===== src/rtl/sktbl_pkg.sv =====
// ----------------------------------------------------------------------------
// sktbl_pkg
// Shared types and constants of the sorted key accumulator table.
// ----------------------------------------------------------------------------
package sktbl_pkg;

    localparam int KEY_W   = 32;
    localparam int CNT_W   = 16;
    localparam int WSUM_W  = 32;
    localparam int WTSUM_W = 24;
    localparam int WGT_W   = 8;
    localparam int VAL_W   = 8;
    localparam int PROD_W  = WGT_W + VAL_W;

    // cells per first-level group of the readout tree
    localparam int GRP_SIZE = 16;

    typedef enum logic [2:0] {
        ST_UPDATED  = 3'd0,
        ST_INSERTED = 3'd1,
        ST_FULL     = 3'd2,
        ST_QHIT     = 3'd3,
        ST_QMISS    = 3'd4
    } status_t;

    typedef enum logic [2:0] {
        S_IDLE,
        S_CMP,
        S_HIT,
        S_UPD,
        S_RED,
        S_OUT
    } state_t;

    typedef struct packed {
        logic [CNT_W-1:0]   cnt;
        logic [WSUM_W-1:0]  wsum;
        logic [WTSUM_W-1:0] wtsum;
    } totals_t;

    typedef struct packed {
        logic             valid;
        logic [KEY_W-1:0] key;
        totals_t          tot;
    } entry_t;

    // broadcast from the controller to every cell
    typedef struct packed {
        logic              cmp_en;
        logic              upd_en;
        logic              ins;
        logic              acc;
        logic [KEY_W-1:0]  key;
        logic [PROD_W-1:0] prod;
        logic [WGT_W-1:0]  weight;
    } cell_cmd_t;

endpackage


===== src/rtl/sktbl_cell.sv =====
// ----------------------------------------------------------------------------
// sktbl_cell
// One table slot: compares its key against the broadcast key, updates its
// totals on a hit and takes the new entry or its left neighbour on insert.
// ----------------------------------------------------------------------------
module sktbl_cell (
    input  logic                clk,
    input  logic                rst_n,
    input  sktbl_pkg::cell_cmd_t cmd,
    input  sktbl_pkg::entry_t   left_entry,
    input  logic                left_lt,
    output sktbl_pkg::entry_t   entry,
    output logic                lt,
    output logic                eq
);

    logic                        valid_reg;
    logic                        valid_next;
    logic [sktbl_pkg::KEY_W-1:0] key_reg;
    logic [sktbl_pkg::KEY_W-1:0] key_next;
    sktbl_pkg::totals_t          tot_reg;
    sktbl_pkg::totals_t          tot_next;
    logic                        lt_reg;
    logic                        eq_reg;

    logic [sktbl_pkg::CNT_W:0]   cnt_sum;
    logic [sktbl_pkg::WSUM_W:0]  wsum_sum;
    logic [sktbl_pkg::WTSUM_W:0] wtsum_sum;

    always_comb
    begin
        cnt_sum   = {1'b0, tot_reg.cnt} + {{sktbl_pkg::CNT_W{1'b0}}, 1'b1};
        wsum_sum  = {1'b0, tot_reg.wsum}
                  + {{(sktbl_pkg::WSUM_W + 1 - sktbl_pkg::PROD_W){1'b0}}, cmd.prod};
        wtsum_sum = {1'b0, tot_reg.wtsum}
                  + {{(sktbl_pkg::WTSUM_W + 1 - sktbl_pkg::WGT_W){1'b0}}, cmd.weight};
    end

    always_comb
    begin
        valid_next = valid_reg;
        key_next   = key_reg;
        tot_next   = tot_reg;
        if (cmd.upd_en)
        begin
            if (cmd.ins && !lt_reg)
            begin
                if (left_lt)
                begin
                    valid_next     = 1'b1;
                    key_next       = cmd.key;
                    tot_next.cnt   = {{(sktbl_pkg::CNT_W-1){1'b0}}, 1'b1};
                    tot_next.wsum  =
                        {{(sktbl_pkg::WSUM_W - sktbl_pkg::PROD_W){1'b0}}, cmd.prod};
                    tot_next.wtsum =
                        {{(sktbl_pkg::WTSUM_W - sktbl_pkg::WGT_W){1'b0}}, cmd.weight};
                end
                else
                begin
                    // shift up to make room
                    valid_next = left_entry.valid;
                    key_next   = left_entry.key;
                    tot_next   = left_entry.tot;
                end
            end
            else if (cmd.acc && eq_reg)
            begin
                tot_next.cnt   = cnt_sum[sktbl_pkg::CNT_W] ? '1
                               : cnt_sum[sktbl_pkg::CNT_W-1:0];
                tot_next.wsum  = wsum_sum[sktbl_pkg::WSUM_W] ? '1
                               : wsum_sum[sktbl_pkg::WSUM_W-1:0];
                tot_next.wtsum = wtsum_sum[sktbl_pkg::WTSUM_W] ? '1
                               : wtsum_sum[sktbl_pkg::WTSUM_W-1:0];
            end
        end
    end

    always_ff @(posedge clk or negedge rst_n)
    begin
        if (!rst_n)
        begin
            valid_reg <= 1'b0;
            lt_reg    <= 1'b0;
            eq_reg    <= 1'b0;
        end
        else
        begin
            valid_reg <= valid_next;
            if (cmd.cmp_en)
            begin
                lt_reg <= valid_reg && (key_reg < cmd.key);
                eq_reg <= valid_reg && (key_reg == cmd.key);
            end
        end
    end

    always_ff @(posedge clk)
    begin
        key_reg <= key_next;
        tot_reg <= tot_next;
    end

    assign entry = {valid_reg, key_reg, tot_reg};
    assign lt    = lt_reg;
    assign eq    = eq_reg;

endmodule


===== config.mk =====
export PLATFORM = sky130hd
export DESIGN_NAME = sktbl_cell
export DESIGN_NICKNAME = d
export VERILOG_FILES = /design/src/rtl/sktbl_pkg.sv /design/src/rtl/sktbl_cell.sv
export SDC_FILE = /design/constraint.sdc
export NUM_CORES = 1
export LEC_CHECK = 0
export BUFFER_PORTS_ARGS = -buffer_cell sky130_fd_sc_hd__clkbuf_2
export CAP_MARGIN = 5
export CORE_ASPECT_RATIO = 1.2
export CORE_UTILIZATION = 50
export DETAILED_ROUTE_END_ITERATION = 8
export GPL_ROUTABILITY_DRIVEN = 0
export PLACE_DENSITY = 0.91
export SETUP_SLACK_MARGIN = 0.1
export SLEW_MARGIN = 20
export SYNTH_ARGS = -nofsm -noshare
export SYNTH_HDL_FRONTEND = slang
export SYNTH_SLANG_ARGS = --single-unit

===== constraint.sdc =====
create_clock -name clk -period 8.6 [get_ports clk]
set_input_delay 0.43 -clock clk [delete_from_list [all_inputs] [get_ports clk]]
set_output_delay 0.43 -clock clk [all_outputs]
set_load 0.005 [all_outputs]

==> run_summary.xml, run 1 <==
<?xml version="1.0" encoding="UTF-8"?>
<metrics>
  <group name="worst_setup_path">
    <metric name="criticalPathCategory" unit="">register to register</metric>
    <metric name="cpLargestDelayFamily" unit="">compound AO/OA/AOI/OAI gates</metric>
    <metric name="r2r_slack" unit="ns">5.25</metric>
    <metric name="critical_path.slowest_cell" unit="">sky130_fd_sc_hd__o2111a_1</metric>
    <metric name="critPathMaxStageDelay" unit="ns">0.44</metric>
    <metric name="setup.worst_path.end_class" unit="">register</metric>
    <metric name="crit-reg2reg-capture" unit="">entry[7]</metric>
    <metric name="critical_path_cell_count" unit="">9</metric>
    <metric name="required" unit="ns">8.66</metric>
    <metric name="critical_path.max_fanout" unit="">11</metric>
    <metric name="path_cells" unit="">ha_1 -&gt; fa_1 -&gt; a21o_1 -&gt; a21oi_1 -&gt; o21ai_0 -&gt; o2111a_1 -&gt; and4_1 -&gt; nor2_1 -&gt; a22oi_1</metric>
    <metric name="critical_path.startpoint" unit="">entry[0]</metric>
    <metric name="cp-endpoint" unit="">entry[7]</metric>
    <metric name="timing.critical_path.buf_inv" unit="">0</metric>
    <metric name="crit_arrival" unit="ns">3.41</metric>
    <metric name="rr_worst_depth" unit="">9</metric>
    <metric name="setup.worst_path.start_class" unit="">register</metric>
    <metric name="regToRegStartpoint" unit="">entry[0]</metric>
  </group>
  <group name="power">
    <metric name="clkPwrFrac" unit="%">29.4</metric>
    <metric name="p_int" unit="W">0.00107</metric>
    <metric name="p_seq_share" unit="%">43.7</metric>
    <metric name="power.combinational.fraction" unit="%">26.9</metric>
    <metric name="report.power.total" unit="W">0.00154</metric>
    <metric name="total_switching_power" unit="W">0.000464</metric>
    <metric name="power_leakage" unit="nW">4.24</metric>
    <metric name="vdd.ir_drop.worst" unit="V">0.0000995</metric>
    <metric name="powerDensity" unit="mW/mm2">160</metric>
    <metric name="netSwitchingFraction" unit="%">30.2</metric>
  </group>
  <group name="detailed_routing">
    <metric name="drt_pass1_iterations" unit="">5</metric>
    <metric name="postRouteWirelength" unit="mm">22.7</metric>
    <metric name="remaining_routing_drc_violations" unit="">0</metric>
    <metric name="antenna_violating_nets_post_route" unit="">0</metric>
    <metric name="via_count" unit="">7350</metric>
    <metric name="routedWlPerCell" unit="um">18.4</metric>
    <metric name="first_iter_violations" unit="">698</metric>
    <metric name="avgViaCountPerCell" unit="">5.94</metric>
  </group>
  <group name="synthesis">
    <metric name="post_synth.cell_area_avg" unit="um2">10.0</metric>
    <metric name="postSynthNetCount" unit="">1000</metric>
    <metric name="synth_commonest_cells" unit="">sky130_fd_sc_hd__edfxtp_1, sky130_fd_sc_hd__a21oi_1, sky130_fd_sc_hd__nand2_1</metric>
    <metric name="syn-instance-count" unit="">773</metric>
    <metric name="yosysTopAreaCellShare" unit="%">40.4</metric>
    <metric name="postSynth.topFlopCell" unit="">sky130_fd_sc_hd__edfxtp_1</metric>
    <metric name="synth-edff-count" unit="">104</metric>
    <metric name="ys_warn_count" unit="">0</metric>
    <metric name="ys_ff_latch" unit="">107</metric>
    <metric name="synth_area_leader_cell" unit="">sky130_fd_sc_hd__edfxtp_1</metric>
    <metric name="ys_top_cells_by_area" unit="">sky130_fd_sc_hd__edfxtp_1, sky130_fd_sc_hd__ha_1, sky130_fd_sc_hd__mux2_2</metric>
    <metric name="synthDistinctLibCells" unit="">66</metric>
    <metric name="synth_most_common_cell" unit="">sky130_fd_sc_hd__edfxtp_1</metric>
    <metric name="yosysSeqAreaShare" unit="%">41.4</metric>
    <metric name="syn-cell-area" unit="mm2">0.00773</metric>
    <metric name="async_flop_share" unit="%">2.80</metric>
  </group>
  <group name="clock_tree">
    <metric name="clock_tree.htree_level_count" unit="">3</metric>
    <metric name="clkLatencyLatePin" unit="ns">0.35</metric>
    <metric name="clock-sinks" unit="">107</metric>
    <metric name="clock_tree_from_tritoncts" unit="">yes</metric>
    <metric name="max-clock-path-buffers" unit="">2</metric>
    <metric name="cts_made_buffers" unit="">9</metric>
    <metric name="setup_bufs_post_cts" unit="">0</metric>
    <metric name="path_clk_slew" unit="ns">0.07</metric>
    <metric name="ctsRootBufferMaster" unit="">sky130_fd_sc_hd__clkbuf_16</metric>
  </group>
  <group name="floorplanning">
    <metric name="placement_rows" unit="">49</metric>
    <metric name="starting_density" unit="%">51.4</metric>
    <metric name="floorplan.io_pins" unit="">275</metric>
    <metric name="core_region_area" unit="mm2">0.0150</metric>
    <metric name="dieHeight" unit="um">138</metric>
    <metric name="dieWidth" unit="um">115</metric>
    <metric name="die-area" unit="mm2">0.0160</metric>
  </group>
  <group name="status">
    <metric name="run_status" unit="">completed</metric>
  </group>
  <group name="grt">
    <metric name="groute.usage.overall" unit="%">29.1</metric>
    <metric name="initial_antenna_violation_count" unit="">1</metric>
    <metric name="maximum_number_of_pins_on_one_net_before_global_route_repair" unit="">73</metric>
    <metric name="grt_first_pass_wirelength" unit="mm">35.9</metric>
    <metric name="number_of_global_route_vias_before_repair" unit="">7090</metric>
    <metric name="grt_remaining_overflow" unit="">0</metric>
  </group>
  <group name="layout">
    <metric name="area_growth" unit="%">24.0</metric>
    <metric name="layout-drive-gt1-share" unit="%">32.8</metric>
    <metric name="final_nets" unit="">1254</metric>
    <metric name="finish.utilization" unit="%">63.8</metric>
    <metric name="largest_reg_flops" unit="">72</metric>
    <metric name="final_cell_area" unit="mm2">0.00958</metric>
  </group>
  <group name="timing">
    <metric name="final_period_minus_worst_setup_slack" unit="ns">3.35</metric>
    <metric name="setup-tns-final" unit="ns">0</metric>
    <metric name="clock_skew" unit="ns">0.00637</metric>
    <metric name="hold_viol" unit="">0</metric>
    <metric name="fmaxAchievable" unit="GHz">0.299</metric>
    <metric name="post-route-period-util" unit="%">38.9</metric>
    <metric name="finalSetupViolations" unit="">0</metric>
    <metric name="rsz0062_at_grt" unit="">false</metric>
    <metric name="finalWorstSetupSlack" unit="ns">5.25</metric>
    <metric name="max-slew-margin-rel" unit="%">33.0</metric>
    <metric name="timing_worst_slew_pin_value" unit="ns">1.00</metric>
    <metric name="timing_max_transition_violations_final" unit="">0</metric>
  </group>
  <group name="worst_hold_path">
    <metric name="hold_path.class" unit="">primary input to register</metric>
    <metric name="hold_path_depth" unit="">3</metric>
  </group>
  <group name="place">
    <metric name="detailed_place_hpwl" unit="mm">17.0</metric>
    <metric name="dp_slack" unit="ns">5.13</metric>
    <metric name="postPlaceCellArea" unit="mm2">0.00926</metric>
    <metric name="port_buffers" unit="">274</metric>
  </group>
  <group name="flow_run">
    <metric name="max_cap_violations" unit="">0</metric>
  </group>
</metrics>
==> cells by family (layout without fill, tap and decap cells) <==
family          Yosys count  in the layout  share of synthesized area [%]
simple gates            221            221                           14.6
xor+xnor                 53             53                           6.01
flops                   107            107                           41.4
other cells               0              1                              0
buf+inv                  77            336                           3.92
fa+ha+maj                59             59                           9.75
mux                      57             57                           7.90
compound gates          199            199                           16.5
==> power by group through the flow <==
stage | Sequential, W | Clock [W] | Combinational, W
finish | 0.000672 | 0.000452 | 0.000412
global route | 0.000677 | 0.000473 | 0.000460
CTS | 0.000671 | 0.000456 | 0.000410
detailed placement | 0.000682 | 0 | 0.000408
global placement | 0.000681 | 0 | 0.000393
floorplan | 0.000681 | 0 | 0.000259
==> how the worst min path moves through the flow <==
stage,from,endpoint,slack [ns]
finish,left_entry[104],valid_reg,0.35
global route,left_entry[104],valid_reg,0.37
global placement,rst_n,valid_reg,0.25
CTS,left_entry[104],valid_reg,0.32
detailed placement,rst_n,valid_reg,0.25
floorplan,rst_n,eq,0.13
==> metal layers <==
layer | track usage, % | up-vias | wire [um]
li1 | - | 3425 | -
met1 | 36.1 | 3431 | 8840
met2 | 46.7 | 438 | 10900
met3 | 7.01 | 56 | 2210
met4 | 15.0 | 0 | 811
met5 | 0 | - | 0
==> layout by cell type, fill, tap and decap left out, types with 25 or more instances in the layout <==
master,Yosys,routed
sky130_fd_sc_hd__nor2_1,40,40
sky130_fd_sc_hd__nand3_1,25,25
sky130_fd_sc_hd__inv_1,40,40
sky130_fd_sc_hd__nand2_1,69,68
sky130_fd_sc_hd__mux2i_1,25,25
sky130_fd_sc_hd__edfxtp_1,104,104
sky130_fd_sc_hd__ha_1,57,57
sky130_fd_sc_hd__xnor2_1,32,32
sky130_fd_sc_hd__o21ai_0,37,37
sky130_fd_sc_hd__a21oi_1,69,69
sky130_fd_sc_hd__clkbuf_2,0,273
sky130_fd_sc_hd__mux2_2,32,32
==> final cells by class <==
class,count,area [um2]
inverters,41,154
diodes,1,2.50
clock inverters,5,77.6
clock buffers,11,233
fillers,1194,5440
multi-input cells,589,4250
well taps,204,255
flip-flops and latches,107,3200
repair buffers,279,1410
==> per-stage QoR <==
step / instances / hold slack (ns)
after floorplan: 773 / 0.134
after global placement: 1219 / 0.251
after detailed placement: 1219 / 0.255
after CTS: 1236 / 0.325
after global routing: 1236 / 0.369
final: 1237 / 0.345
==> tightest hold or removal path: stages <==
cell,delay (ns)
sky130_fd_sc_hd__clkbuf_2,0.09
sky130_fd_sc_hd__nor2_1,0.08
sky130_fd_sc_hd__a21oi_1,0.07
==> repair_timing <==
action / in CTS / in global routing
endpoints found under the setup margin: 0 / 0
gates resized for setup: 0 / 0
hold buffers: 1 / 0
hold endpoints to repair: 3 / 0
Power figures use the tool's default switching activity.
==> inputs of run 2 (changes only) <==
CORE_UTILIZATION = 46   (was 50)
PLACE_DENSITY = 0.89   (was 0.91)
clock period = 2.75 ns   (was 8.6 ns; I/O delays follow)
==> run_summary.xml, run 2 (synthesis results as in run 1) <==
<?xml version="1.0" encoding="UTF-8"?>
<metrics>
  <group name="clock_tree">
    <metric name="clkLatencyLatePin" unit="ns">0.35</metric>
    <metric name="path_clk_slew" unit="ns">0.07</metric>
    <metric name="ctsRootBufferMaster" unit="">sky130_fd_sc_hd__clkbuf_16</metric>
    <metric name="cts_made_buffers" unit="">9</metric>
    <metric name="clock-sinks" unit="">107</metric>
    <metric name="clock_tree.htree_level_count" unit="">3</metric>
    <metric name="max-clock-path-buffers" unit="">2</metric>
    <metric name="clock_tree_from_tritoncts" unit="">yes</metric>
  </group>
  <group name="power">
    <metric name="p_int" unit="W">0.00335</metric>
    <metric name="netSwitchingFraction" unit="%">31.2</metric>
    <metric name="powerDensity" unit="mW/mm2">484</metric>
    <metric name="power_leakage" unit="nW">4.43</metric>
    <metric name="vdd.ir_drop.worst" unit="V">0.000298</metric>
    <metric name="total_switching_power" unit="W">0.00152</metric>
    <metric name="clkPwrFrac" unit="%">27.7</metric>
    <metric name="p_seq_share" unit="%">43.0</metric>
    <metric name="power.combinational.fraction" unit="%">29.2</metric>
  </group>
  <group name="timing">
    <metric name="setup-tns-final" unit="ns">0</metric>
    <metric name="timing_worst_slew_pin_value" unit="ns">0.784</metric>
    <metric name="finalSetupViolations" unit="">0</metric>
    <metric name="rsz0062_at_grt" unit="">true</metric>
    <metric name="post-route-period-util" unit="%">98.0</metric>
    <metric name="hold_viol" unit="">0</metric>
    <metric name="max-slew-margin-rel" unit="%">46.4</metric>
    <metric name="fmaxAchievable" unit="GHz">0.371</metric>
    <metric name="final_period_minus_worst_setup_slack" unit="ns">2.70</metric>
    <metric name="timing_max_transition_violations_final" unit="">0</metric>
    <metric name="clock_skew" unit="ns">0.0101</metric>
    <metric name="timing.hold.ws" unit="ns">0.0362</metric>
  </group>
  <group name="place">
    <metric name="detailed_place_hpwl" unit="mm">18.0</metric>
    <metric name="port_buffers" unit="">274</metric>
  </group>
  <group name="grt">
    <metric name="number_of_global_route_vias_before_repair" unit="">7152</metric>
    <metric name="groute.usage.overall" unit="%">27.0</metric>
    <metric name="grt_remaining_overflow" unit="">0</metric>
    <metric name="grt_first_pass_wirelength" unit="mm">36.4</metric>
    <metric name="maximum_number_of_pins_on_one_net_before_global_route_repair" unit="">73</metric>
    <metric name="initial_antenna_violation_count" unit="">3</metric>
  </group>
  <group name="floorplanning">
    <metric name="starting_density" unit="%">47.3</metric>
    <metric name="placement_rows" unit="">51</metric>
    <metric name="dieHeight" unit="um">144</metric>
    <metric name="core_region_area" unit="mm2">0.0163</metric>
    <metric name="floorplan.io_pins" unit="">275</metric>
    <metric name="die-area" unit="mm2">0.0173</metric>
    <metric name="dieWidth" unit="um">120</metric>
  </group>
  <group name="detailed_routing">
    <metric name="drt_pass1_iterations" unit="">5</metric>
    <metric name="avgViaCountPerCell" unit="">5.75</metric>
    <metric name="met2_length" unit="mm">11.5</metric>
    <metric name="first_iter_violations" unit="">628</metric>
    <metric name="via_count" unit="">7358</metric>
    <metric name="route.met3.wl" unit="mm">2.36</metric>
    <metric name="met1_layer_wirelength_in_the_final_routing" unit="mm">9.15</metric>
    <metric name="routedWlPerCell" unit="um">18.4</metric>
    <metric name="antenna_violating_nets_post_route" unit="">0</metric>
    <metric name="maxUsedRoutingLayer" unit="">met5</metric>
    <metric name="postRouteWirelength" unit="mm">23.6</metric>
    <metric name="remaining_routing_drc_violations" unit="">0</metric>
  </group>
  <group name="layout">
    <metric name="regArea" unit="mm2">0.00320</metric>
    <metric name="largest_reg_flops" unit="">72</metric>
    <metric name="area_growth" unit="%">30.0</metric>
    <metric name="layout-drive-gt1-share" unit="%">38.1</metric>
    <metric name="finish.utilization" unit="%">61.5</metric>
    <metric name="fillerInstances" unit="">1347</metric>
    <metric name="layout.cells.most_common" unit="">sky130_fd_sc_hd__clkbuf_2</metric>
    <metric name="layout.cells.most_common_list" unit="">sky130_fd_sc_hd__clkbuf_2, sky130_fd_sc_hd__edfxtp_1, sky130_fd_sc_hd__a21oi_1</metric>
    <metric name="final_nets" unit="">1288</metric>
    <metric name="multi_input_comb_area" unit="mm2">0.00441</metric>
  </group>
  <group name="worst_setup_path">
    <metric name="setup.worst_path.end_class" unit="">register</metric>
    <metric name="criticalPathCategory" unit="">register to register</metric>
    <metric name="setup.worst_path.start_class" unit="">register</metric>
    <metric name="critical_path.max_fanout" unit="">8</metric>
    <metric name="crit_arrival" unit="ns">2.80</metric>
    <metric name="required" unit="ns">2.85</metric>
  </group>
  <group name="worst_hold_path">
    <metric name="hold_path.class" unit="">primary input to register</metric>
  </group>
  <group name="status">
    <metric name="run_status" unit="">completed</metric>
  </group>
  <group name="flow_run">
    <metric name="max_cap_violations" unit="">0</metric>
  </group>
</metrics>
==> run 2: changes by cell type in the layout (fill, tap and decap cells not counted), moves of 3 or more <==
cell,before,now
sky130_fd_sc_hd__a22oi_2,0,8
sky130_fd_sc_hd__buf_6,0,4
sky130_fd_sc_hd__clkinvlp_4,0,3
sky130_fd_sc_hd__a22oi_1,15,7
sky130_fd_sc_hd__buf_4,5,32
sky130_fd_sc_hd__buf_12,0,3
sky130_fd_sc_hd__nor3_1,22,19
sky130_fd_sc_hd__o21ai_2,0,3
sky130_fd_sc_hd__o21ai_0,37,33
sky130_fd_sc_hd__ha_1,57,53
==> run 2: final cells by class <==
class	count	share of cell area, %
clock buffers	10	2.28
diodes	2	0.0498
well taps	212	2.64
inverters	41	1.53
flip-flops and latches	107	31.8
clock inverters	6	0.660
multi-input cells	589	43.9
repair buffers	313	17.1
==> run 2: worst max-delay path: stages (launching register included) <==
cell,delay (ns)
sky130_fd_sc_hd__edfxtp_1,0.43
sky130_fd_sc_hd__ha_4,0.19
sky130_fd_sc_hd__fa_2,0.34
sky130_fd_sc_hd__a211oi_2,0.25
sky130_fd_sc_hd__o21a_1,0.19
sky130_fd_sc_hd__o31a_1,0.19
sky130_fd_sc_hd__o21a_1,0.18
sky130_fd_sc_hd__buf_12,0.14
sky130_fd_sc_hd__nor4b_2,0.05
sky130_fd_sc_hd__xor2_1,0.17
sky130_fd_sc_hd__a221o_2,0.34
==> run 2: power groups by stage <==
| stage | clock network, W | logic [W] | registers (W) |
|---|---|---|---|
| after detailed placement | 0 | 0.00134 | 0.00213 |
| after CTS | 0.00136 | 0.00140 | 0.00209 |
| after global placement | 0 | 0.00130 | 0.00212 |
| final | 0.00135 | 0.00142 | 0.00209 |
| after floorplan | 0 | 0.000819 | 0.00212 |
| after global routing | 0.00143 | 0.00157 | 0.00211 |
==> run 2: path summary, 6_finish.rpt <==
path / from / end / slack, ns / depth (start not counted)
max: entry[24] / entry[50] / 0.05 / 10
max reg2reg: entry[24] / entry[50] / 0.05 / 10
min in group asynchronous: rst_n / lt / 0.14 / 2
max in group asynchronous: rst_n / valid_reg / 2.49 / 2
min reg2reg: eq / eq / 0.60 / 2
min: cmd[59] / lt / 0.04 / 2
==> run 2: timing repair <==
item                       CTS  global route
cloned                       0             0
resized for setup           24            13
hold buffers                 1             0
buffers inserted             9             4
hold endpoints to repair     3             0
pin swaps                   17            23
setup endpoints to repair   45            46
==> run 2: metrics by stage <==
| stage | worst slack (ns) | std cells | cell area [um2] | total power [W] |
|---|---|---|---|---|
| after detailed placement | -0.191 | 1248 | 9470 | 0.00347 |
| after CTS | 0.0514 | 1274 | 9940 | 0.00486 |
| after global placement | -0.0818 | 1248 | 9470 | 0.00342 |
| after global routing | -0.0678 | 1278 | 10000 | 0.00511 |
| after floorplan | 0.104 | 773 | 7760 | 0.00294 |
| final | 0.0547 | 1280 | 10000 | 0.00487 |
==> run 2: routing by layer <==
| layer | vias up | track usage, % |
|---|---|---|
| li1 | 3493 | - |
| met1 | 3420 | 31.9 |
| met2 | 390 | 46.2 |
| met3 | 53 | 7.77 |
| met4 | 2 | 10.6 |
| met5 | - | 0 |
